## src/sv/smau_pkg.sv

```systemverilog
// ----------------------------------------------------------------------------
// smau_pkg
// Shared constants, codes and types of the small matrix arithmetic unit.
// ----------------------------------------------------------------------------
package smau_pkg;

  localparam int MAX_DIM     = 4;
  localparam int FRAC_BITS   = 16;
  localparam int STORE_DEPTH = MAX_DIM * MAX_DIM;
  localparam int ADDR_W      = (STORE_DEPTH > 1) ? $clog2(STORE_DEPTH) : 1;
  localparam int IDX_W       = (MAX_DIM > 1) ? $clog2(MAX_DIM) : 1;

  localparam int DATA_W      = 32;
  localparam int OPC_W       = 3;
  localparam int POS_W       = 2;
  localparam int CFG_W       = 3;
  localparam int CFG_IDX_W   = 2;
  localparam int PROD_W      = 2 * DATA_W;
  localparam int ACC_W       = 64;

  typedef enum logic [OPC_W-1:0] {
    OP_WR_A  = 3'd0,
    OP_WR_B  = 3'd1,
    OP_ADD   = 3'd2,
    OP_SUB   = 3'd3,
    OP_MUL   = 3'd4,
    OP_TRANS = 3'd5
  } opcode_e;

  typedef enum logic [CFG_IDX_W-1:0] {
    CFG_A_ROWS = 2'd0,
    CFG_A_COLS = 2'd1,
    CFG_B_COLS = 2'd2
  } cfg_idx_e;

  typedef enum logic [1:0] {
    ALU_ADD  = 2'd0,
    ALU_SUB  = 2'd1,
    ALU_PASS = 2'd2,
    ALU_MAC  = 2'd3
  } alu_mode_e;

  typedef struct packed {
    alu_mode_e mode;
    logic      ld_prod;
    logic      ld_acc;
    logic      acc_first;
  } alu_ctrl_t;

  typedef struct packed {
    logic              we_a;
    logic              we_b;
    logic [ADDR_W-1:0] wr_addr;
    logic [DATA_W-1:0] wr_data;
    logic [ADDR_W-1:0] rd_addr_a;
    logic [ADDR_W-1:0] rd_addr_b;
  } store_req_t;

  // Row-major entry address with stride MAX_DIM.
  function automatic logic [ADDR_W-1:0] elem_addr(int row, int col);
    return ADDR_W'(row * MAX_DIM + col);
  endfunction

  // Clamp a dimension register to 1..MAX_DIM and return its last index.
  function automatic logic [IDX_W-1:0] dim_last(logic [CFG_W-1:0] v);
    logic [IDX_W-1:0] res;
    if (v == '0) begin
      res = '0;
    end else if (int'(v) > MAX_DIM) begin
      res = IDX_W'(MAX_DIM - 1);
    end else begin
      res = IDX_W'(int'(v) - 1);
    end
    return res;
  endfunction

endpackage

```

## src/sv/smau_store.sv

```systemverilog
// ----------------------------------------------------------------------------
// smau_store
// Element memories for matrices A and B, one write and one read port each.
// ----------------------------------------------------------------------------
module smau_store (
  input  logic                       clk_i,
  input  smau_pkg::store_req_t       req_i,
  output logic [smau_pkg::DATA_W-1:0] rd_data_a_o,
  output logic [smau_pkg::DATA_W-1:0] rd_data_b_o
);
  import smau_pkg::*;

  logic [DATA_W-1:0] mem_a [STORE_DEPTH];
  logic [DATA_W-1:0] mem_b [STORE_DEPTH];

  always_ff @(posedge clk_i) begin
    if (req_i.we_a) begin
      mem_a[req_i.wr_addr] <= req_i.wr_data;
    end
    rd_data_a_o <= mem_a[req_i.rd_addr_a];
  end

  always_ff @(posedge clk_i) begin
    if (req_i.we_b) begin
      mem_b[req_i.wr_addr] <= req_i.wr_data;
    end
    rd_data_b_o <= mem_b[req_i.rd_addr_b];
  end

endmodule

```

## config.mk

```make
export PLATFORM = sky130hd
export DESIGN_NAME = smau_store
export DESIGN_NICKNAME = d
export VERILOG_FILES = /design/src/sv/smau_pkg.sv /design/src/sv/smau_store.sv
export SDC_FILE = /design/constraint.sdc
export NUM_CORES = 1
export LEC_CHECK = 0
export CAP_MARGIN = 20
export CORE_ASPECT_RATIO = 0.9
export CORE_MARGIN = 5
export CORE_UTILIZATION = 60
export CTS_CLUSTER_DIAMETER = 80
export DETAILED_ROUTE_END_ITERATION = 16
export DONT_BUFFER_PORTS = 1
export PLACE_DENSITY = 0.83
export SETUP_SLACK_MARGIN = 0.4
export SLEW_MARGIN = 5
export SYNTH_ARGS = -nofsm -noshare
export SYNTH_HDL_FRONTEND = slang
export SYNTH_SLANG_ARGS = --single-unit
```

## constraint.sdc

```tcl
create_clock -name clk_i -period 3.2 [get_ports clk_i]
set_clock_uncertainty 0.05 [all_clocks]
set_input_delay 0.48 -clock clk_i [delete_from_list [all_inputs] [get_ports clk_i]]
set_output_delay 0.48 -clock clk_i [all_outputs]
set_load 0.03 [all_outputs]
```

==> impl_metrics.toml <==
[sta]
timing.fmax_mhz = 538
timing.final.crit_period_ps = 1860
fin_crit_sh_pct = 58.1
slew_headroom_pct = 29.8
rsz0062_at_grt = "no"
final-hold-violation-count = 0
whs_ps = 67.6
max_slew.worst_pin.slew_ps = 1050
setup_violations = 0
drv_slew = 0
fin_tns_setup_ps = 0
worst_slack_ps = 1340

[floorplanning]
rows = 89
die_area_sq_mm = 0.0714
start_util_pct = 60.5
die_h_microns = 254
die_w_microns = 281
io_pins = 111
core_sq_mm = 0.0656

[route]
detail-route-antenna-nets = 0
first_pass_iters = 5
initialDrtViolationCount = 2885
drc = 0
avgRoutedWirePerCell_microns = 33.8
via_count = 18400
avgViaCountPerCell = 6.80
wl_microns = 91300

[place]
placed_area_sq_mm = 0.0409
place_hpwl_microns = 46800
post-place-ws_ps = 927
port_buffers = 0
place_congestion = 0.791
dp_cells = 2489

[yosys]
syn_inst = 1677
ys.flop_type = "edfxtp_1"
ys_seq_elements = 1088
synth_area_per_cell_sq_um = 23.7
synthTopCellsByArea = "edfxtp_1 77%, mux4_2 15%, dfxtp_1 3.2%"
synthArstFlopShare_pct = 0
synth_edf_count = 1024
seq_area_frac_synth_pct = 80.7
yosys.area.top_type = "edfxtp_1"
synth.most_common_cell = "edfxtp_1"
yosys_warnings = 0
synth_cell_types = 18
yosysTopAreaCellShare_pct = 77.5
synth_commonest_cells = "1024 x edfxtp_1, 256 x mux4_2, 128 x a22oi_1"
syn_area_sq_mm = 0.0397
synth_nets = 1724

[clocking]
cts_buffer_depth = 3
ctsResizeCount = 0
cts_sinks = 1088
htreeDepth = 3
clock-root-buffer = "clkbuf_16"
tritoncts = "yes"
path_clk_slew_ps = 70
cts_buffers = 97
clkLatencyLatePin_ps = 660

[global_route]
first_global_vias = 19100
antenna_found_initial = 1
grt_pass1_wl_microns = 133000
grt_overflow_total = 0
grt_use_total_pct = 25.9
grt_max_degree = 129

[worst_setup_path]
endpoint_kind = "output port"
worst_ep_arrival_time_ps = 1330
critPathRequiredTime_ps = 2670
worstSetupPathType = "reg -> out"
critPathLaunchType = "register"
crit_fanout = 1

[pwr]
ir_worst_vdd_mv = 0.641
p_per_area_mw_per_mm2 = 661
total_power_mw = 29.7
p_leak_nw = 14.2

[min_path]
hold_path.class = "in -> reg"

[finish]
final_util_pct = 68.4
diodes = 0
area_delta_synth_final_pct = 13.1
finalNetCount = 1805
drive_gt1_share_pct = 27.8
layout.cells.non_filler = 2704
design_area_sq_mm = 0.0449

[run]
max_cap_violations = 0

[outcome]
status = "complete, no violations"
==> kinds of logic (layout without fill, tap and decap cells) <==
family,Yosys count,after routing,share of synthesized area (%)
DFF,1088,1088,80.7
buffers and inverters,89,252,1.10
AOI/OAI and AO/OA,128,128,2.42
and+or+nand+nor,116,116,1.22
muxes,256,256,14.5
==> state kept, by name (all words and copies together), names as in the netlist <==
| register | flops |
|---|---|
| mem_a | 512 |
| mem_b | 512 |
| rd_data_a_o | 32 |
| rd_data_b_o | 32 |
==> power breakdown <==
group | switching, mW | internal, mW | leakage, nW
Combinational | 0.655 | 0.535 | 2.75
Sequential | 0.351 | 15.9 | 9.79
Clock | 5.17 | 7.02 | 1.61
==> what timing repair did <==
| item | 4_1_cts | 5_1_grt |
|---|---|---|
| hold buffers | 32 | 0 |
| hold endpoints to repair | 1024 | 0 |
| setup buffers | 0 | 0 |
==> cell type report <==
class                      instances  area [sq um]
multi-input combinational        500          7500
fill                            3645         20700
clock buffer                     110          2500
sequential                      1088         32000
clock inverter                    71           835
tap                              864          1080
timing repair buffer              71           928
==> placed cells by master (no fill, tap or decap) <==
cell	count
edfxtp_1	1024
mux4_2	256
a22oi_1	128
clkbuf_16	98
nand2_1	65
dfxtp_1	64
buf_4	37
nor2_4	34
buf_12	30
clkinv_1	24
bufinv_16	17
clkinv_2	14
clkbuf_1	12
clkinvlp_4	5
nor2b_4	4
nand3b_1	4
inv_6	4
clkinv_8	4
clkinv_4	3
nand3_1	2
nand2b_1	2
or3b_2	2
dlygate4sd3_1	2
buf_8	2
and2_2	1
and2_1	1
or2_2	1
==> routing by layer <==
metal | up-vias | GRT usage (%) | routed length, microns
li1 | 7302 | - | -
met1 | 9669 | 36.8 | 32800
met2 | 1247 | 41.6 | 45600
met5 | - | 0 | 0
met4 | 0 | 7.40 | 2630
met3 | 156 | 6.26 | 10200
==> path summary, 6_finish.rpt <==
path | startpoint | end | slack [ps] | cells after the start
worst max-delay path | rd_data_b_o[0] | rd_data_b_o[0] | 1340 | 0
worst min-delay path | req_i[11] | mem_a[11][3] | 70 | 1
worst max register to register | mem_b[8][1] | rd_data_b_o[1] | 1550 | 3
worst min register to register | mem_a[14][15] | rd_data_a_o[15] | 620 | 3
Power figures use the tool's default switching activity.
