`src/sv/smau_pkg.sv`:
```
// ----------------------------------------------------------------------------
// smau_pkg
// Shared constants, codes and types of the small matrix arithmetic unit.
// ----------------------------------------------------------------------------
package smau_pkg;

  localparam int MAX_DIM     = 4;
  localparam int FRAC_BITS   = 16;
  localparam int STORE_DEPTH = MAX_DIM * MAX_DIM;
  localparam int ADDR_W      = (STORE_DEPTH > 1) ? $clog2(STORE_DEPTH) : 1;
  localparam int IDX_W       = (MAX_DIM > 1) ? $clog2(MAX_DIM) : 1;

  localparam int DATA_W      = 32;
  localparam int OPC_W       = 3;
  localparam int POS_W       = 2;
  localparam int CFG_W       = 3;
  localparam int CFG_IDX_W   = 2;
  localparam int PROD_W      = 2 * DATA_W;
  localparam int ACC_W       = 64;

  typedef enum logic [OPC_W-1:0] {
    OP_WR_A  = 3'd0,
    OP_WR_B  = 3'd1,
    OP_ADD   = 3'd2,
    OP_SUB   = 3'd3,
    OP_MUL   = 3'd4,
    OP_TRANS = 3'd5
  } opcode_e;

  typedef enum logic [CFG_IDX_W-1:0] {
    CFG_A_ROWS = 2'd0,
    CFG_A_COLS = 2'd1,
    CFG_B_COLS = 2'd2
  } cfg_idx_e;

  typedef enum logic [1:0] {
    ALU_ADD  = 2'd0,
    ALU_SUB  = 2'd1,
    ALU_PASS = 2'd2,
    ALU_MAC  = 2'd3
  } alu_mode_e;

  typedef struct packed {
    alu_mode_e mode;
    logic      ld_prod;
    logic      ld_acc;
    logic      acc_first;
  } alu_ctrl_t;

  typedef struct packed {
    logic              we_a;
    logic              we_b;
    logic [ADDR_W-1:0] wr_addr;
    logic [DATA_W-1:0] wr_data;
    logic [ADDR_W-1:0] rd_addr_a;
    logic [ADDR_W-1:0] rd_addr_b;
  } store_req_t;

  // Row-major entry address with stride MAX_DIM.
  function automatic logic [ADDR_W-1:0] elem_addr(int row, int col);
    return ADDR_W'(row * MAX_DIM + col);
  endfunction

  // Clamp a dimension register to 1..MAX_DIM and return its last index.
  function automatic logic [IDX_W-1:0] dim_last(logic [CFG_W-1:0] v);
    logic [IDX_W-1:0] res;
    if (v == '0) begin
      res = '0;
    end else if (int'(v) > MAX_DIM) begin
      res = IDX_W'(MAX_DIM - 1);
    end else begin
      res = IDX_W'(int'(v) - 1);
    end
    return res;
  endfunction

endpackage

```
`src/sv/smau_alu.sv`:
```
// ----------------------------------------------------------------------------
// smau_alu
// Shared multiplier, saturating accumulator and add/subtract unit.
// ----------------------------------------------------------------------------
module smau_alu (
  input  logic                               clk_i,
  input  smau_pkg::alu_ctrl_t                ctrl_i,
  input  logic signed [smau_pkg::DATA_W-1:0] a_i,
  input  logic signed [smau_pkg::DATA_W-1:0] b_i,
  output logic signed [smau_pkg::DATA_W-1:0] result_o
);
  import smau_pkg::*;

  localparam logic signed [ACC_W-1:0] SAT_MAX = ACC_W'(64'sh0000_0000_7FFF_FFFF);
  localparam logic signed [ACC_W-1:0] SAT_MIN = ACC_W'(-64'sh0000_0000_8000_0000);

  logic signed [PROD_W-1:0] prod_q;
  logic signed [ACC_W-1:0]  acc_q;
  logic signed [ACC_W-1:0]  acc_d;
  logic signed [ACC_W-1:0]  term;
  logic signed [ACC_W-1:0]  base;
  logic signed [ACC_W:0]    mac_sum;

  // Truncate toward minus infinity: arithmetic shift of the product.
  assign term    = ACC_W'(prod_q >>> FRAC_BITS);
  assign base    = ctrl_i.acc_first ? '0 : acc_q;
  assign mac_sum = (ACC_W+1)'(base) + (ACC_W+1)'(term);

  always_comb begin
    case (ctrl_i.mode)
      ALU_ADD:  acc_d = ACC_W'(a_i) + ACC_W'(b_i);
      ALU_SUB:  acc_d = ACC_W'(a_i) - ACC_W'(b_i);
      ALU_PASS: acc_d = ACC_W'(a_i);
      ALU_MAC: begin
        // clamp at the accumulator limits when the add overflows
        if (mac_sum[ACC_W] != mac_sum[ACC_W-1]) begin
          acc_d = mac_sum[ACC_W] ? {1'b1, {(ACC_W-1){1'b0}}} : {1'b0, {(ACC_W-1){1'b1}}};
        end else begin
          acc_d = mac_sum[ACC_W-1:0];
        end
      end
      default:  acc_d = acc_q;
    endcase
  end

  always_ff @(posedge clk_i) begin
    if (ctrl_i.ld_prod) begin
      prod_q <= a_i * b_i;
    end
    if (ctrl_i.ld_acc) begin
      acc_q <= acc_d;
    end
  end

  always_comb begin
    if (acc_q > SAT_MAX) begin
      result_o = DATA_W'(SAT_MAX);
    end else if (acc_q < SAT_MIN) begin
      result_o = DATA_W'(SAT_MIN);
    end else begin
      result_o = acc_q[DATA_W-1:0];
    end
  end

endmodule

```
`config.mk`:
```
export PLATFORM = sky130hd
export DESIGN_NAME = smau_alu
export DESIGN_NICKNAME = d
export VERILOG_FILES = /design/src/sv/smau_pkg.sv /design/src/sv/smau_alu.sv
export SDC_FILE = /design/constraint.sdc
export NUM_CORES = 2
export LEC_CHECK = 0
export ABC_AREA = 1
export BUFFER_PORTS_ARGS = -buffer_cell sky130_fd_sc_hd__buf_2
export CAP_MARGIN = 20
export CELL_PAD_IN_SITES_DETAIL_PLACEMENT = 1
export CELL_PAD_IN_SITES_GLOBAL_PLACEMENT = 1
export CORE_ASPECT_RATIO = 0.8
export CORE_MARGIN = 3
export CORE_UTILIZATION = 54
export DETAILED_ROUTE_END_ITERATION = 8
export PLACE_DENSITY_LB_ADDON = 0.1
export SLEW_MARGIN = 40
export SYNTH_ARGS = -nofsm -noshare
export SYNTH_HDL_FRONTEND = slang
export SYNTH_SLANG_ARGS = --single-unit
export TNS_END_PERCENT = 1
```
`constraint.sdc`:
```
create_clock -name clk_i -period 14.15 [get_ports clk_i]
set_clock_uncertainty 0.05 [all_clocks]
set_input_delay 0 -clock clk_i [delete_from_list [all_inputs] [get_ports clk_i]]
set_output_delay 0 -clock clk_i [all_outputs]
set_load 0.03 [all_outputs]
```
==> results.toml <==
[placed_design]
port_buffers = 101
place.gp.congestion = 1.04
pre_cts_slack_ns = 5.49
dp_hpwl_mm = 182

[global_routing]
grt_usage_pct = 44.4
grt_max_degree = 65
met1_usage_pct = 57.5
grt_use_met2_pct = 69.4
grt_pass1_wl_mm = 334
grt_busiest_layer = "met2"
grt_pass1_vias = 54900
use_met3_pct = 11.0
grt_overflow = 0
grt_antenna_before_repair = 3

[yosys]
ys_seq_elements = 112
ys_seq_area_share_pct = 6.46
async_flop_share_pct = 0
netlist_area_sq_um = 52000
synth.avg_cell_area_sq_um = 7.44
yosys_warnings = 0
synth-main-ff-cell = "edfxtp_1"
synth_edf_count = 112
ys_types = 53
syn_nets = 8454
synth_cells = 6991

[drt]
detail-route-antenna-nets = 0
drc_errors = 0
num_vias = 48300
dr.pass1.iters = 6
avgViaCountPerCell = 5.90
dr.first_iter.drc_count = 4648
wl_mm = 220
post_drt_wl_per_cell_um = 26.9

[floorplan]
rows = 101
core_area_sq_um = 95200
die_y_um = 284
die_x_um = 353
start_util_pct = 54.7
die_area_sq_um = 100000
ios = 102

[cells_and_area]
drive_gt1_share_pct = 3.53
num-fill-cells = 12200
syn_to_final_growth_pct = 3.68
finalNetCount = 8371

[clock_tree]
cts-root-buf = "clkbuf_16"
h-tree-depth = 3
clk_latency_ns = 0.40
cts_inserted_buffers = 9
clock_sinks = 112
cts_hold_buf = 0
cts_tree = "yes"
clk_pin_slew_ns = 0.08
postCtsSetupBuffers = 0
clock_path_buffers = 2
cts-resized-gates = 0

[timing]
final-hold-violation-count = 0
tns_ns = 0
maxSlewHeadroom_pct = 37.1
post-route-min-period_ns = 8.39
fin_ws_ns = 5.76
holdWs_ns = 0.0699
finalMaxSlewViolations = 0
fin_crit_sh_pct = 59.3
setup_viol = 0
rsz0062_at_grt = "no"
max_slew.worst_pin.slew_ns = 0.933
fmaxAchievable_ghz = 0.119

[worst_setup_path]
cp.required_ns = 14.22
cp_max_fo = 21
worstSetupPathType = "primary input to flop"
critPathCaptureType = "flop"
worst_setup_path_start_kind = "primary input"
arrival_ns = 8.46

[min_path]
hp-class = "primary input to flop"

[run_status]
status = "finished, final reports clean"

[flow_run]
cap_violations = 0
[synth_stat cells (all sizes together) (13+ instances only)]
cell    number  area share (%)
or2         14            0.17
fa        1084              42
clkbuf     227             1.6
nand4       67            0.81
a21oi      252             2.5
inv       1945              14
ha         309             7.4
a21o        13            0.19
xnor2       49            0.82
nand3      247             2.4
o21ai      181             1.7
nor3        44            0.43
buf         33            0.48
nor4        20            0.24
nand3b      16            0.23
o21bai      43            0.63
nor2       427             3.1
a31oi       15            0.18
a21boi      21            0.30
xor2        66             1.1
edfxtp     112             6.5
nand2     1767              13
[placed cells by master (no fill, tap or decap), types with 3 or more instances in the layout]
master,n
and3_1,6
xor2_1,66
a21oi_1,242
fa_1,1083
o21ai_1,9
inv_2,8
nand3b_1,16
a31oi_1,15
xnor2_1,49
clkbuf_16,9
a21oi_2,8
nor2_2,9
ha_1,309
buf_4,73
or2_2,13
edfxtp_1,112
nand3_1,245
a21o_1,13
o21ai_0,172
a21boi_0,20
buf_2,90
o211ai_1,7
nor2_1,417
nand4_1,67
nand2_2,12
o21a_1,6
inv_1,1937
o21bai_1,42
a211oi_1,4
nor4_1,19
o2111ai_1,3
nor3_1,43
nand2_1,1754
[final timing paths]
check	start	slack [ns]	endpoint	depth (start not counted)
hold / removal	ctrl_i[4]	0.07	acc_q[63]$_DFFE_PP_	3
setup reg to reg	prod_q[63]$_DFFE_PP_	9.00	acc_q[50]$_DFFE_PP_	17
hold reg to reg	prod_q[16]$_DFFE_PP_	0.67	acc_q[0]$_DFFE_PP_	3
setup / recovery	a_i[21]	5.76	prod_q[57]$_DFFE_PP_	24
[layout make-up]
cell class / instances / area (sq um) / share of cell area [%]
Multi-Input combinational cell: 4674 / 40300 / 74.8
Inverter: 1945 / 7300 / 13.5
Sequential cell: 112 / 3360 / 6.23
Tap cell: 1287 / 1610 / 2.98
Timing Repair Buffer: 166 / 1050 / 1.94
Clock buffer: 9 / 225 / 0.417
Clock inverter: 6 / 68.8 / 0.128
Antenna cell: 2 / 5.00 / 0.00928
[metrics by stage]
step	util (%)	instance area [sq um]	instances
2_1_floorplan	-	52000	6991
3_3_place_gp	56.3	53500	8182
3_5_place_dp	56.4	53600	8184
4_1_cts	56.7	53900	8199
5_1_grt	56.7	53900	8199
6_report	56.7	53900	8201
[logic make-up (layout without fill, tap and decap cells)]
logic type	after synthesis	in the layout	share of synthesized area (%)
AOI/OAI and AO/OA	555	555	6.00
xor gates and xnor gates	115	115	1.94
adders and majority gates	1393	1393	49.1
buffers and inverters	2205	2126	16.1
DFF	112	112	6.46
other	0	2	0
and+or+nand+nor	2611	2611	20.3
[flip-flops by register name (all words and copies together) (netlist names)]
| signal | count |
|---|---|
| prod_q | 48 |
| acc_q | 64 |
[worst max-delay path: stages]
cell      delay, ns
buf_2          0.48
buf_4          0.51
nand2_1        0.16
fa_1           0.59
fa_1           0.58
inv_1          0.07
fa_1           0.49
fa_1           0.51
fa_1           0.57
fa_1           0.43
fa_1           0.56
fa_1           0.45
ha_1           0.53
nand2_1        0.16
nor2_1         0.21
inv_1          0.16
nor3_1         0.22
inv_1          0.12
nor4_1         0.49
nand3_1        0.16
nand2_1        0.40
nand2_1        0.12
o21bai_1       0.32
xor2_1         0.13
[routing by layer]
metal,part of all wire (%),routed length [um]
met1,38,84400
met2,45,98100
met3,11,24000
met4,6.3,14000
met5,0.0045,10
Power is not shown: default switching activity piles up to over one toggle a cycle in this logic, so the estimate is an artifact.
