`config.mk`:
```
export PLATFORM = sky130hd
export DESIGN_NAME = smau_seq_flat
export DESIGN_NICKNAME = d
export VERILOG_FILES = /design/src/sv/smau_pkg.sv /design/src/sv/smau_if.sv /design/src/sv/smau_seq.sv /design/src/flat_wrapper.sv
export SDC_FILE = /design/constraint.sdc
export NUM_CORES = 1
export LEC_CHECK = 0
export BUFFER_PORTS_ARGS = -buffer_cell sky130_fd_sc_hd__buf_2
export CAP_MARGIN = 20
export CORE_MARGIN = 5
export CORE_UTILIZATION = 46
export CTS_CLUSTER_DIAMETER = 80
export DETAILED_ROUTE_END_ITERATION = 10
export MAX_ROUTING_LAYER = met4
export PLACE_DENSITY = 0.8
export SYNTH_ARGS = -nofsm -noshare
export SYNTH_HDL_FRONTEND = slang
export SYNTH_SLANG_ARGS = --single-unit
```
`constraint.sdc`:
```
create_clock -name clk_i -period 1.72 [get_ports clk_i]
set_input_delay 0.344 -clock clk_i [delete_from_list [all_inputs] [get_ports clk_i]]
set_output_delay 0.344 -clock clk_i [all_outputs]
set_load 0.02 [all_outputs]
```
`src/sv/smau_pkg.sv`:
```
// ----------------------------------------------------------------------------
// smau_pkg
// Shared constants, codes and types of the small matrix arithmetic unit.
// ----------------------------------------------------------------------------
package smau_pkg;

  localparam int MAX_DIM     = 4;
  localparam int FRAC_BITS   = 16;
  localparam int STORE_DEPTH = MAX_DIM * MAX_DIM;
  localparam int ADDR_W      = (STORE_DEPTH > 1) ? $clog2(STORE_DEPTH) : 1;
  localparam int IDX_W       = (MAX_DIM > 1) ? $clog2(MAX_DIM) : 1;

  localparam int DATA_W      = 32;
  localparam int OPC_W       = 3;
  localparam int POS_W       = 2;
  localparam int CFG_W       = 3;
  localparam int CFG_IDX_W   = 2;
  localparam int PROD_W      = 2 * DATA_W;
  localparam int ACC_W       = 64;

  typedef enum logic [OPC_W-1:0] {
    OP_WR_A  = 3'd0,
    OP_WR_B  = 3'd1,
    OP_ADD   = 3'd2,
    OP_SUB   = 3'd3,
    OP_MUL   = 3'd4,
    OP_TRANS = 3'd5
  } opcode_e;

  typedef enum logic [CFG_IDX_W-1:0] {
    CFG_A_ROWS = 2'd0,
    CFG_A_COLS = 2'd1,
    CFG_B_COLS = 2'd2
  } cfg_idx_e;

  typedef enum logic [1:0] {
    ALU_ADD  = 2'd0,
    ALU_SUB  = 2'd1,
    ALU_PASS = 2'd2,
    ALU_MAC  = 2'd3
  } alu_mode_e;

  typedef struct packed {
    alu_mode_e mode;
    logic      ld_prod;
    logic      ld_acc;
    logic      acc_first;
  } alu_ctrl_t;

  typedef struct packed {
    logic              we_a;
    logic              we_b;
    logic [ADDR_W-1:0] wr_addr;
    logic [DATA_W-1:0] wr_data;
    logic [ADDR_W-1:0] rd_addr_a;
    logic [ADDR_W-1:0] rd_addr_b;
  } store_req_t;

  // Row-major entry address with stride MAX_DIM.
  function automatic logic [ADDR_W-1:0] elem_addr(int row, int col);
    return ADDR_W'(row * MAX_DIM + col);
  endfunction

  // Clamp a dimension register to 1..MAX_DIM and return its last index.
  function automatic logic [IDX_W-1:0] dim_last(logic [CFG_W-1:0] v);
    logic [IDX_W-1:0] res;
    if (v == '0) begin
      res = '0;
    end else if (int'(v) > MAX_DIM) begin
      res = IDX_W'(MAX_DIM - 1);
    end else begin
      res = IDX_W'(int'(v) - 1);
    end
    return res;
  endfunction

endpackage

```
`src/sv/smau_if.sv`:
```
// ----------------------------------------------------------------------------
// smau_in_if / smau_out_if
// Valid/ready channels for command beats and result beats.
// ----------------------------------------------------------------------------
interface smau_in_if;
  import smau_pkg::*;

  logic                     valid;
  logic                     ready;
  logic [OPC_W-1:0]         opcode;
  logic [POS_W-1:0]         elem_row;
  logic [POS_W-1:0]         elem_col;
  logic signed [DATA_W-1:0] elem_value;

  modport source (output valid, output opcode, output elem_row, output elem_col,
                  output elem_value, input ready);
  modport sink   (input valid, input opcode, input elem_row, input elem_col,
                  input elem_value, output ready);
endinterface

interface smau_out_if;
  import smau_pkg::*;

  logic                     valid;
  logic                     ready;
  logic [POS_W-1:0]         out_row;
  logic [POS_W-1:0]         out_col;
  logic signed [DATA_W-1:0] out_value;
  logic                     out_last;

  modport source (output valid, output out_row, output out_col, output out_value,
                  output out_last, input ready);
  modport sink   (input valid, input out_row, input out_col, input out_value,
                  input out_last, output ready);
endinterface

```
`src/sv/smau_seq.sv`:
```
// ----------------------------------------------------------------------------
// smau_seq
// Sequencer: config registers, element walk, store and ALU control, output
// register.
// ----------------------------------------------------------------------------
module smau_seq (
  input  logic                               clk_i,
  input  logic                               rst_ni,
  input  logic                               cfg_we_i,
  input  logic [smau_pkg::CFG_IDX_W-1:0]     cfg_idx_i,
  input  logic [smau_pkg::CFG_W-1:0]         cfg_wdata_i,
  smau_in_if.sink                            in_ch,
  smau_out_if.source                         out_ch,
  output smau_pkg::store_req_t               store_req_o,
  output smau_pkg::alu_ctrl_t                alu_ctrl_o,
  input  logic signed [smau_pkg::DATA_W-1:0] alu_result_i
);
  import smau_pkg::*;

  typedef enum logic [2:0] {
    S_IDLE,
    S_ADDR,
    S_DATA,
    S_MAC,
    S_PUSH
  } state_e;

  state_e                   state_q;
  opcode_e                  op_q;
  logic [CFG_W-1:0]         a_rows_q, a_cols_q, b_cols_q;
  logic [IDX_W-1:0]         r_q, c_q, k_q;
  logic [IDX_W-1:0]         last_r_q, last_c_q, last_k_q;
  logic                     out_valid_q;
  logic [POS_W-1:0]         out_row_q, out_col_q;
  logic signed [DATA_W-1:0] out_value_q;
  logic                     out_last_q;

  logic    in_fire;
  logic    wr_ok;
  opcode_e in_op;

  assign in_ch.ready = (state_q == S_IDLE);
  assign in_fire     = in_ch.valid && in_ch.ready;
  assign in_op       = opcode_e'(in_ch.opcode);
  assign wr_ok       = (int'(in_ch.elem_row) < MAX_DIM) && (int'(in_ch.elem_col) < MAX_DIM);

  assign out_ch.valid     = out_valid_q;
  assign out_ch.out_row   = out_row_q;
  assign out_ch.out_col   = out_col_q;
  assign out_ch.out_value = out_value_q;
  assign out_ch.out_last  = out_last_q;

  // Store access: writes straight from the accepted beat, reads from counters.
  always_comb begin
    store_req_o.we_a    = in_fire && (in_op == OP_WR_A) && wr_ok;
    store_req_o.we_b    = in_fire && (in_op == OP_WR_B) && wr_ok;
    store_req_o.wr_addr = elem_addr(int'(in_ch.elem_row), int'(in_ch.elem_col));
    store_req_o.wr_data = in_ch.elem_value;
    case (op_q)
      OP_MUL: begin
        store_req_o.rd_addr_a = elem_addr(int'(r_q), int'(k_q));
        store_req_o.rd_addr_b = elem_addr(int'(k_q), int'(c_q));
      end
      OP_TRANS: begin
        store_req_o.rd_addr_a = elem_addr(int'(c_q), int'(r_q));
        store_req_o.rd_addr_b = elem_addr(int'(r_q), int'(c_q));
      end
      default: begin
        store_req_o.rd_addr_a = elem_addr(int'(r_q), int'(c_q));
        store_req_o.rd_addr_b = elem_addr(int'(r_q), int'(c_q));
      end
    endcase
  end

  always_comb begin
    alu_ctrl_o.mode      = ALU_PASS;
    alu_ctrl_o.ld_prod   = 1'b0;
    alu_ctrl_o.ld_acc    = 1'b0;
    alu_ctrl_o.acc_first = (k_q == '0);
    case (state_q)
      S_DATA: begin
        case (op_q)
          OP_ADD:   alu_ctrl_o.mode = ALU_ADD;
          OP_SUB:   alu_ctrl_o.mode = ALU_SUB;
          OP_MUL:   alu_ctrl_o.mode = ALU_MAC;
          default:  alu_ctrl_o.mode = ALU_PASS;
        endcase
        alu_ctrl_o.ld_prod = (op_q == OP_MUL);
        alu_ctrl_o.ld_acc  = (op_q != OP_MUL);
      end
      S_MAC: begin
        alu_ctrl_o.mode   = ALU_MAC;
        alu_ctrl_o.ld_acc = 1'b1;
      end
      default: begin
        alu_ctrl_o.mode = ALU_PASS;
      end
    endcase
  end

  always_ff @(posedge clk_i or negedge rst_ni) begin
    if (!rst_ni) begin
      state_q     <= S_IDLE;
      op_q        <= OP_ADD;
      a_rows_q    <= CFG_W'(4);
      a_cols_q    <= CFG_W'(4);
      b_cols_q    <= CFG_W'(4);
      r_q         <= '0;
      c_q         <= '0;
      k_q         <= '0;
      last_r_q    <= '0;
      last_c_q    <= '0;
      last_k_q    <= '0;
      out_valid_q <= 1'b0;
      out_row_q   <= '0;
      out_col_q   <= '0;
      out_value_q <= '0;
      out_last_q  <= 1'b0;
    end else begin
      if (cfg_we_i) begin
        case (cfg_idx_e'(cfg_idx_i))
          CFG_A_ROWS: a_rows_q <= cfg_wdata_i;
          CFG_A_COLS: a_cols_q <= cfg_wdata_i;
          CFG_B_COLS: b_cols_q <= cfg_wdata_i;
          default:    ;
        endcase
      end

      // drop the output beat once taken; in the push state a taken beat is
      // replaced by the new load below
      if (out_valid_q && out_ch.ready && (state_q != S_PUSH)) begin
        out_valid_q <= 1'b0;
      end

      case (state_q)
        S_IDLE: begin
          r_q      <= '0;
          c_q      <= '0;
          k_q      <= '0;
          last_k_q <= dim_last(a_cols_q);
          if (in_fire) begin
            case (in_op)
              OP_ADD, OP_SUB: begin
                op_q     <= in_op;
                last_r_q <= dim_last(a_rows_q);
                last_c_q <= dim_last(a_cols_q);
                state_q  <= S_ADDR;
              end
              OP_MUL: begin
                op_q     <= in_op;
                last_r_q <= dim_last(a_rows_q);
                last_c_q <= dim_last(b_cols_q);
                state_q  <= S_ADDR;
              end
              OP_TRANS: begin
                op_q     <= in_op;
                last_r_q <= dim_last(a_cols_q);
                last_c_q <= dim_last(a_rows_q);
                state_q  <= S_ADDR;
              end
              default: state_q <= S_IDLE;
            endcase
          end
        end
        S_ADDR: state_q <= S_DATA;
        S_DATA: state_q <= (op_q == OP_MUL) ? S_MAC : S_PUSH;
        S_MAC: begin
          if (k_q == last_k_q) begin
            state_q <= S_PUSH;
          end else begin
            k_q     <= k_q + 1'b1;
            state_q <= S_ADDR;
          end
        end
        S_PUSH: begin
          if (!out_valid_q || out_ch.ready) begin
            out_valid_q <= 1'b1;
            out_row_q   <= POS_W'(r_q);
            out_col_q   <= POS_W'(c_q);
            out_value_q <= alu_result_i;
            out_last_q  <= (r_q == last_r_q) && (c_q == last_c_q);
            k_q         <= '0;
            if (c_q == last_c_q) begin
              c_q <= '0;
              if (r_q == last_r_q) begin
                state_q <= S_IDLE;
              end else begin
                r_q     <= r_q + 1'b1;
                state_q <= S_ADDR;
              end
            end else begin
              c_q     <= c_q + 1'b1;
              state_q <= S_ADDR;
            end
          end
        end
        default: state_q <= S_IDLE;
      endcase
    end
  end

endmodule

```
`src/flat_wrapper.sv`:
```
// flat-port wrapper written by rule: the top's interface ports become plain ports
module smau_seq_flat import smau_pkg::*;
  (clk_i, rst_ni, cfg_we_i, cfg_idx_i, cfg_wdata_i, store_req_o, alu_ctrl_o, alu_result_i, in_ch_valid, in_ch_opcode, in_ch_elem_row, in_ch_elem_col, in_ch_elem_value, in_ch_ready, out_ch_valid, out_ch_out_row, out_ch_out_col, out_ch_out_value, out_ch_out_last, out_ch_ready);
  smau_in_if in_ch_i ();
  smau_out_if out_ch_i ();
  input  logic clk_i;
  input  logic rst_ni;
  input  logic cfg_we_i;
  input  logic [smau_pkg::CFG_IDX_W-1:0] cfg_idx_i;
  input  logic [smau_pkg::CFG_W-1:0] cfg_wdata_i;
  output smau_pkg::store_req_t store_req_o;
  output smau_pkg::alu_ctrl_t alu_ctrl_o;
  input  logic signed [smau_pkg::DATA_W-1:0] alu_result_i;
  input wire logic [$bits(in_ch_i.valid)-1:0] in_ch_valid;
  input wire logic [$bits(in_ch_i.opcode)-1:0] in_ch_opcode;
  input wire logic [$bits(in_ch_i.elem_row)-1:0] in_ch_elem_row;
  input wire logic [$bits(in_ch_i.elem_col)-1:0] in_ch_elem_col;
  input wire logic [$bits(in_ch_i.elem_value)-1:0] in_ch_elem_value;
  output wire logic [$bits(in_ch_i.ready)-1:0] in_ch_ready;
  output wire logic [$bits(out_ch_i.valid)-1:0] out_ch_valid;
  output wire logic [$bits(out_ch_i.out_row)-1:0] out_ch_out_row;
  output wire logic [$bits(out_ch_i.out_col)-1:0] out_ch_out_col;
  output wire logic [$bits(out_ch_i.out_value)-1:0] out_ch_out_value;
  output wire logic [$bits(out_ch_i.out_last)-1:0] out_ch_out_last;
  input wire logic [$bits(out_ch_i.ready)-1:0] out_ch_ready;
  assign in_ch_i.valid = in_ch_valid;
  assign in_ch_i.opcode = in_ch_opcode;
  assign in_ch_i.elem_row = in_ch_elem_row;
  assign in_ch_i.elem_col = in_ch_elem_col;
  assign in_ch_i.elem_value = in_ch_elem_value;
  assign in_ch_ready = in_ch_i.ready;
  assign out_ch_valid = out_ch_i.valid;
  assign out_ch_out_row = out_ch_i.out_row;
  assign out_ch_out_col = out_ch_i.out_col;
  assign out_ch_out_value = out_ch_i.out_value;
  assign out_ch_out_last = out_ch_i.out_last;
  assign out_ch_i.ready = out_ch_ready;
  smau_seq u_core (.clk_i(clk_i), .rst_ni(rst_ni), .cfg_we_i(cfg_we_i), .cfg_idx_i(cfg_idx_i), .cfg_wdata_i(cfg_wdata_i), .in_ch(in_ch_i), .out_ch(out_ch_i), .store_req_o(store_req_o), .alu_ctrl_o(alu_ctrl_o), .alu_result_i(alu_result_i));
endmodule
```
==> results.sh <==
export IMPL_synthesis_nets=389
export IMPL_antenna_found_initial=0
export IMPL_synth_area_leaders="dfrtp_1 45%, mux2_2 14%, buf_4 8.3%"
export IMPL_synthFlopType="dfrtp_1"
export IMPL_irDropWorstVdd_mv=0.765
export IMPL_cap_viol_max_count=0
export IMPL_path_class="flop to primary output"
export IMPL_path_max_fanout=2
export IMPL_cts_tree="done"
export IMPL_overflow=0
export IMPL_tightest_slew_ns=0.413
export IMPL_rrSetupSlack_ns=0.03
export IMPL_synth_cell_type_count=47
export IMPL_synth_edf_count=0
export IMPL_dieWidth_um=96.3
export IMPL_wl_mm=7.82
export IMPL_layout_commonest_cell="buf_2"
export IMPL_violations="setup timing"
export IMPL_port_buffers=98
export IMPL_relSlewSlack_pct=72.5
export IMPL_firstDrtPassIters=4
export IMPL_synth_seq_cells=65
export IMPL_fin_skew_ns=0.0106
export IMPL_required_ns=1.38
export IMPL_p_leak_uw=0.00214
export IMPL_n_fill_cell=593
export IMPL_critPathCaptureType="primary output"
export IMPL_globalplace_congestion=0.827
export IMPL_postSynthAreaPerCell_um2=11.3
export IMPL_hold_path_class="primary input to async pin"
export IMPL_grt_pass1_vias=2625
export IMPL_fin_crit_sh_pct=111
export IMPL_via_per_inst=5.10
export IMPL_grt_use_total_pct=17.0
export IMPL_r2r_cells=7
export IMPL_final_setup_tns_ns=-1.71
export IMPL_finalHoldViolCount=0
export IMPL_die_area_mm2=0.00928
export IMPL_nets=477
export IMPL_cts_root_buffer="clkbuf_8"
export IMPL_setup_violations=13
export IMPL_clk_pin_slew_worst_paths_ns=0.07
export IMPL_cp_data_arrival_time_ns=1.56
export IMPL_die_y_um=96.3
export IMPL_grt_max_degree=66
export IMPL_coreArea_mm2=0.00725
export IMPL_endpoint="store_req_o[44]"
export IMPL_slew_violations=0
export IMPL_clk_latency_ns=0.33
export IMPL_drtIter0Drc=153
export IMPL_synth_seq_area_share_pct=47.6
export IMPL_r2r_start="u_core.state_q[1]$_DFFE_PN0P_"
export IMPL_cts_made_buffers=9
export IMPL_cp_start_kind="flop"
export IMPL_rsz0062_at_grt="true"
export IMPL_layout_common_cells="85 x buf_2, 59 x dfrtp_1, 40 x mux2_2, 25 x buf_4, 23 x nand2_1"
export IMPL_critPathLaunch="u_core.state_q[0]$_DFFE_PN0P_"
export IMPL_async_reset_ff_share_pct=100
export IMPL_cts_path_max_buffers=2
export IMPL_yosysTopAreaCellShare_pct=44.5
export IMPL_synth_top_area_cell="dfrtp_1"
export IMPL_synthCells=303
export IMPL_dp_hpwl_mm=5.48
export IMPL_initial_core_util_pct=47.2
export IMPL_ios=171
export IMPL_htreeDepth=3
export IMPL_status="finished, violations left"
export IMPL_antenna_cells=0
export IMPL_vias=2526
export IMPL_synth_area_mm2=0.00343
export IMPL_r2r_end="u_core.out_ch.out_value[5]$_DFFE_PN0P_"
export IMPL_pwr_density_cell_mw_per_mm2=1780
export IMPL_syn2layout_area_growth_pct=28.5
export IMPL_cts_sinks=65
export IMPL_fmax_ghz=0.526
export IMPL_drc=0
export IMPL_preCtsSetupSlack_ns=0.0167
export IMPL_post_route_min_period_ns=1.90
export IMPL_rows=31
export IMPL_grt_pass1_wl_mm=11.8
export IMPL_final_layout_size_suffix_gt1_share_pct=56.6
export IMPL_setup_ws_ns=-0.182
export IMPL_synth_warnings=0
export IMPL_drtAntennaViolNets=0
export IMPL_post_drt_wl_per_cell_um=15.8
## cell type report
type                    instances  area, um^2  area share, %
multi-input cells             176        1590           36.1
inverters                      12        45.0           1.02
flip-flops and latches         65        1630           37.1
repair buffers                127         835           19.0
well taps                      99         124           2.81
clock buffers                  13         159           3.61
clock inverters                 3        17.5          0.398
## registers in the layout (all words and copies together), names as in the netlist, 3 cells and up
| signal | cells |
|---|---|
| u_core.a_cols_q | 3 |
| u_core.b_cols_q | 3 |
| u_core.op_q | 3 |
| u_core.out_ch.out_value | 32 |
| u_core.a_rows_q | 3 |
| u_core.state_q | 3 |
## stage by stage
stage | hold WS (ns) | power (uW) | util, % | cell area, um^2 | instances
after floorplan | 0.0484 | 5010 | - | 3460 | 303
after global placement | 0.382 | 5910 | 53.9 | 3910 | 470
after detailed placement | 0.387 | 6050 | 53.9 | 3910 | 470
after CTS | 0.0223 | 7540 | 58.7 | 4260 | 491
after global routing | 0.0214 | 8360 | 60.7 | 4400 | 495
final | 0.00421 | 7860 | 60.7 | 4400 | 495
## worst max-delay path, stage by stage (launching register included)
cell     delay (ns)
dfrtp_1        0.40
or2_4          0.25
nor2_4         0.11
nand2_4        0.08
nor4b_4        0.21
buf_4          0.18
## worst min path at each step
stage                       from                                       to  slack [ns]
after floorplan           rst_ni           u_core.a_cols_q[0]$_DFFE_PN0P_        0.05
after detailed placement  rst_ni           u_core.last_k_q[0]$_DFFE_PN0P_        0.39
after global routing      rst_ni            u_core.state_q[1]$_DFFE_PN0P_        0.02
final                     rst_ni            u_core.state_q[2]$_DFFE_PN0P_       0.004
after global placement    rst_ni           u_core.last_k_q[0]$_DFFE_PN0P_        0.38
after CTS                 rst_ni  u_core.out_ch.out_value[13]$_DFFE_PN0P_        0.02
## cells in the mapped netlist (2+ instances only)
| cell type | count |
|---|---|
| o2bb2ai_1 | 2 |
| dfstp_2 | 4 |
| a21o_1 | 2 |
| o21ai_0 | 7 |
| nor3b_1 | 2 |
| nor2_1 | 8 |
| nand3b_1 | 4 |
| o22a_1 | 2 |
| buf_4 | 38 |
| xor2_1 | 4 |
| ha_1 | 5 |
| maj3_1 | 2 |
| o21ai_2 | 3 |
| buf_2 | 4 |
| mux2_2 | 42 |
| a22o_1 | 2 |
| nor2_4 | 2 |
| a41o_1 | 2 |
| mux2i_1 | 2 |
| nand2_1 | 25 |
| xnor2_1 | 2 |
| clkbuf_1 | 5 |
| inv_1 | 12 |
| or2_1 | 2 |
| buf_6 | 3 |
| nor2b_1 | 5 |
| mux2_1 | 8 |
| a211oi_1 | 4 |
| nor3_1 | 3 |
| nor4_1 | 2 |
| nand3_1 | 5 |
| dfrtp_1 | 61 |
| a21oi_1 | 6 |
| nand2b_1 | 9 |
| o21ai_1 | 2 |
## cell families (layout without fill, tap and decap cells)
kind of cell | Yosys count | after routing | synth area share [%]
simple gates | 73 | 73 | 11.7
fa+ha+maj | 7 | 7 | 2.41
mux | 52 | 52 | 17.0
xor+xnor | 6 | 6 | 1.53
flops | 65 | 65 | 47.6
compound gates | 38 | 38 | 8.00
buf+inv | 62 | 155 | 11.8
## report_power, final
part / internal [uW] / total, uW / switching (uW) / leakage (uW)
logic: 1930 / 4130 / 2210 / 0.00126
clock network: 599 / 1150 / 556 / 0.0000894
registers: 2180 / 2570 / 393 / 0.000792
total: 4700 / 7860 / 3150 / 0.00214
## timing repair
action                     in CTS  in global routing
setup buffers                   5                  4
hold buffers                    0                  0
setup endpoints to repair      13                 26
pin swaps                       4                  3
resized for setup              42                 25
## layer usage
metal,share of wire (%),vias to the layer above,track usage [%]
li1,-,1187,-
met1,40,1205,18.8
met2,51,117,29.2
met3,7.9,17,4.38
met4,1.3,0,6.54
met5,0,-,-
Power figures use the tool's default switching activity.
